===== src/hw/rtl/lrsp_ram.sv =====
`default_nettype none
module lrsp_ram #(
    parameter int WIDTH = 8,
    parameter int DEPTH = 256
) (
    input  wire logic                                   clk,
    input  wire logic                                   we,
    input  wire logic [((DEPTH > 1) ? $clog2(DEPTH) : 1)-1:0] waddr,
    input  wire logic [WIDTH-1:0]                       wdata,
    input  wire logic                                   re,
    input  wire logic [((DEPTH > 1) ? $clog2(DEPTH) : 1)-1:0] raddr,
    output logic      [WIDTH-1:0]                       rdata
);
    logic [WIDTH-1:0] mem [DEPTH];

    always_ff @(posedge clk)
    begin
        if (we)
        begin
            mem[waddr] <= wdata;
        end
        if (re)
        begin
            rdata <= mem[raddr];
        end
    end
endmodule
`default_nettype wire


===== config.mk =====
export PLATFORM = sky130hd
export DESIGN_NAME = lrsp_ram
export DESIGN_NICKNAME = d
export VERILOG_FILES = /design/src/hw/rtl/lrsp_ram.sv
export SDC_FILE = /design/constraint.sdc
export NUM_CORES = 2
export LEC_CHECK = 0
export BUFFER_PORTS_ARGS = -buffer_cell sky130_fd_sc_hd__buf_2
export CAP_MARGIN = 0
export CORE_ASPECT_RATIO = 1.4
export CORE_MARGIN = 3
export CORE_UTILIZATION = 30
export DETAILED_ROUTE_END_ITERATION = 12
export PLACE_DENSITY = 0.46
export SLEW_MARGIN = 15
export SYNTH_ARGS = -nofsm -noshare
export SYNTH_HDL_FRONTEND = slang
export SYNTH_SLANG_ARGS = --single-unit

===== constraint.sdc =====
create_clock -name clk -period 3.1 [get_ports clk]
set_input_delay 0.62 -clock clk [delete_from_list [all_inputs] [get_ports clk]]
set_output_delay 0.62 -clock clk [all_outputs]
set_load 0.01 [all_outputs]

======== After elaboration in Yosys (flattened, before gate mapping) ========
Memories as Yosys holds them, arrays and structs flattened. A register that Yosys moved wholly into a read port is not among the register bits.
Index checks and enable logic that the tools add are counted.
storage, ports and cells
  bits in writable memories ............... 2048
  bits of input ports ..................... 27
  word-level logic and storage cells ...... 3
  register bits ........................... 0
  memories ................................ 1
  output and inout port bits .............. 8
memory list
  name  words  width  rd ports  clocked after Yosys merged registers in  write ports  RTL line  source
  mem   256    8      1         1                                        1            14        logic [WIDTH-1:0] mem [DEPTH];
operators by class
  multiplexer cells ....................... 2
operators by type and width
  cell               count
  1-bit two-way mux  2

======== Longest topological paths before layout ========
  depth in word-level cells ............... 2
  depth in mapped cells ................... 11
  mapped depth without buffers ............ 6

======== Worst setup path after synthesis ========
No wires, ideal clock.
  path type ............................... in2reg
  start point ............................. input raddr[0] (netlist name)
  end point ............................... register rdata[2], read port of mem (data pin)
  buffers on the path ..................... 4
  stages .................................. 9
  path slack .............................. 404 ps
  data arrival time ....................... 2427 ps
  library setup time ...................... 269 ps
  cells stage by stage .................... buf_6 > buf_12 > buf_8 > buf_2 > mux4_2 > a22oi_1 > a21oi_1 > nor4_1 > nor4_2
RTL lines
  what                RTL line  source
  start: declaration  11        input wire logic [((DEPTH > 1) ? $clog2(DEPTH) : 1)-1:0] raddr,
  end: declaration    12        output logic [WIDTH-1:0] rdata

==> qor.yml <==
portBuffers: 34
fin_crit_ns: 2.973
io_pins: 35
leakagePower_nw: 30.09
fill_cells: 24677
cts_tree: "built"
cp_top_family: "buffers and inverters"
end_kind: "register"
fmax_mhz: 336.4
area_growth_syn_to_layout_pct: 19.11
setup_viol: 0
num_rows: 223
critPathSlowestCell: "nor4_1"
dieArea_um2: 271800
ys.warnings.count: 0
postCtsSetupBuffers: 0
tightestPinTransition_ns: 1.007
finalHoldViolations: 0
holdCritPathClass: "input port to register"
grt_pass1_wl_um: 322800
syn_inst: 3733
cts-root-buf: "clkbuf_16"
drtIter0Drc: 3266
dp_hpwl_um: 151700
viasPerCell: 4.940
relSlewSlack: 0.3284
post_dp_cell_area_um2: 88800
arrival_ns: 3.55
rsz0062_at_grt: "false"
yosys-top-cells-area: "edfxtp_1 (78%), mux4_2 (13%), mux2i_1 (1.7%)"
grt_max_degree: 101
syn-num-nets: 3760
worstSetupPathType: "input port to register"
worstHoldEndpoint: "mem[1][4]"
min_period_over_period: 0.9589
r2r-start: "mem[139][2]"
holdBufCountCts: 0
drc: 0
synth_top_area_cell: "edfxtp_1"
gr-usage-all-layers: 0.1662
ys_ff_latch: 2056
synthArstFlopShare: 0
fin_util: 0.3594
final.setup.tns_ns: 0
fin_area_um2: 94860
grt_antenna_before_repair: 17
final_nets: 4411
fp.dieH_um: 615.6
cp.depth: 11
fin_hold_ws_ns: 0.1976
slowest_delay_ns: 0.85
synth-seq-area-share: 0.7753
mostFrequentLayoutCells: "edfxtp_1 (2056), buf_4 (570), mux4_2 (454), nor2_1 (279), clkbuf_16 (202)"
worstPathMaxFanout: 20
die_w_um: 441.4
synth_cell_types: 54
core_area_um2: 264000
ys.flop_type: "edfxtp_1"
status: "finished, final reports clean"
peakVddDrop_uv: 410.1
synth_area_um2: 79640
overflow: 0
crit_path_start_kind: "input port"
maxCapViolCount: 0
path_clk_slew_ns: 0.06
hold_depth: 1
rrSetupSlack_ns: 0.23
dr_total_vias: 39672
final_common_cell: "edfxtp_1"
required_ns: 3.67
clockBufferDepth: 4
avgSynthCellArea_um2: 21.33
synth_edf_count: 2056
h-tree-depth: 4
clk_latency_ns: 0.86
clock_skew_ns: 0.06331
rr_worst_depth: 6
routedWlPerCell_um: 28.32
synth_top_area_share: 0.7753
hold_path.startpoint: "wdata[4]"
cts_sinks: 2056
start_util: 0.3017
cts_buffers: 200
r2r_end: "rdata[2]"
totalWireLength_um: 227400
p_per_area_nw_per_um2: 602.9
gp_congestion: 0.8219
grt_pass1_vias: 41769
drive_above_1_share: 0.3161
path_buf_inv: 5
worstPathCellList: "buf_8, buf_12, buf_12, buf_4, mux2i_1, o22ai_1, o21ai_0, nand3_1, nor4_1, buf_4, nor4_1"
cts-resized-gates: 0
maxSlewViolCount: 0
ant_nets: 0
dr.pass1.iters: 7
[through the flow]
step / setup slack (ns) / instances / power (W)
CTS: 0.1202 / 8023 / 0.05797
detailed placement: -0.7753 / 7669 / 0.03464
global route: 0.09193 / 8029 / 0.05908
global placement: -1.359 / 7668 / 0.03461
floorplan: 0.4039 / 3733 / 0.03276
finish: 0.1274 / 8031 / 0.05719
[routing by layer]
| metal | vias up | track usage | wire length [um] |
|---|---|---|---|
| li1 | 16998 | - | - |
| met1 | 21521 | 0.2053 | 90080 |
| met2 | 855 | 0.3020 | 122600 |
| met3 | 298 | 0.02004 | 8279 |
| met4 | 0 | 0.04930 | 6468 |
| met5 | - | 0 | 0 |
[power breakdown]
part	internal, W	switching (W)	total [W]
clock	0.0129	0.0104	0.0232
sequential	0.0306	0.0000355	0.0307
combinational	0.00127	0.00200	0.00327
[synthesized netlist by cell type (2+ instances only)]
library cell,number
and2_1,6
mux4_1,2
nor4_1,24
nand2b_1,8
buf_1,22
a21oi_1,96
buf_12,8
a211oi_1,16
a221oi_1,13
o211ai_1,10
a22o_1,8
nor2b_1,31
a31oi_1,2
nor4_2,3
buf_6,21
o21ai_1,2
a311oi_1,2
o22ai_1,28
clkbuf_1,111
a22oi_1,133
buf_4,27
nor2_1,282
o21ai_0,10
or2_2,4
mux2i_1,134
nand3_1,34
o221ai_1,46
edfxtp_1,2056
nand4_1,10
buf_2,31
a2111oi_0,2
o22a_1,5
buf_8,13
nand2_1,33
nor3_1,22
and3b_1,2
o32ai_1,4
a2111oi_1,2
nand3b_1,2
mux4_2,454
[cell families after synthesis]
| family | Yosys count | synth area share |
|---|---|---|
| DFF | 2056 | 0.7753 |
| AOI/OAI and AO/OA | 385 | 0.03416 |
| and+or+nand+nor | 466 | 0.02625 |
| buffers and inverters | 235 | 0.01829 |
| muxes | 591 | 0.1460 |
[cell type report]
type	instances	area (um2)	share of cell area
flip-flops and latches	2056	61740	0.6509
multi-input cells	1442	16540	0.1744
repair buffers	682	6141	0.06474
clock buffers	236	5182	0.05463
well taps	3487	4363	0.04599
clock inverters	118	860.8	0.009075
diodes	8	20.02	0.0002110
inverters	2	7.507	0.00007914
[worst max path at each step]
| stage | from | slack [ns] | end |
|---|---|---|---|
| final | raddr[0] | 0.13 | rdata[4] |
| after global routing | raddr[0] | 0.09 | rdata[4] |
| after CTS | raddr[0] | 0.12 | rdata[6] |
| after detailed placement | raddr[0] | -0.78 | rdata[6] |
| after global placement | raddr[0] | -1.36 | rdata[1] |
| after floorplan | raddr[0] | 0.40 | rdata[2] |
[registers in the layout (all words and copies together), names as in the netlist]
register and count:
mem 2048, rdata 8
Power figures use the tool's default switching activity.
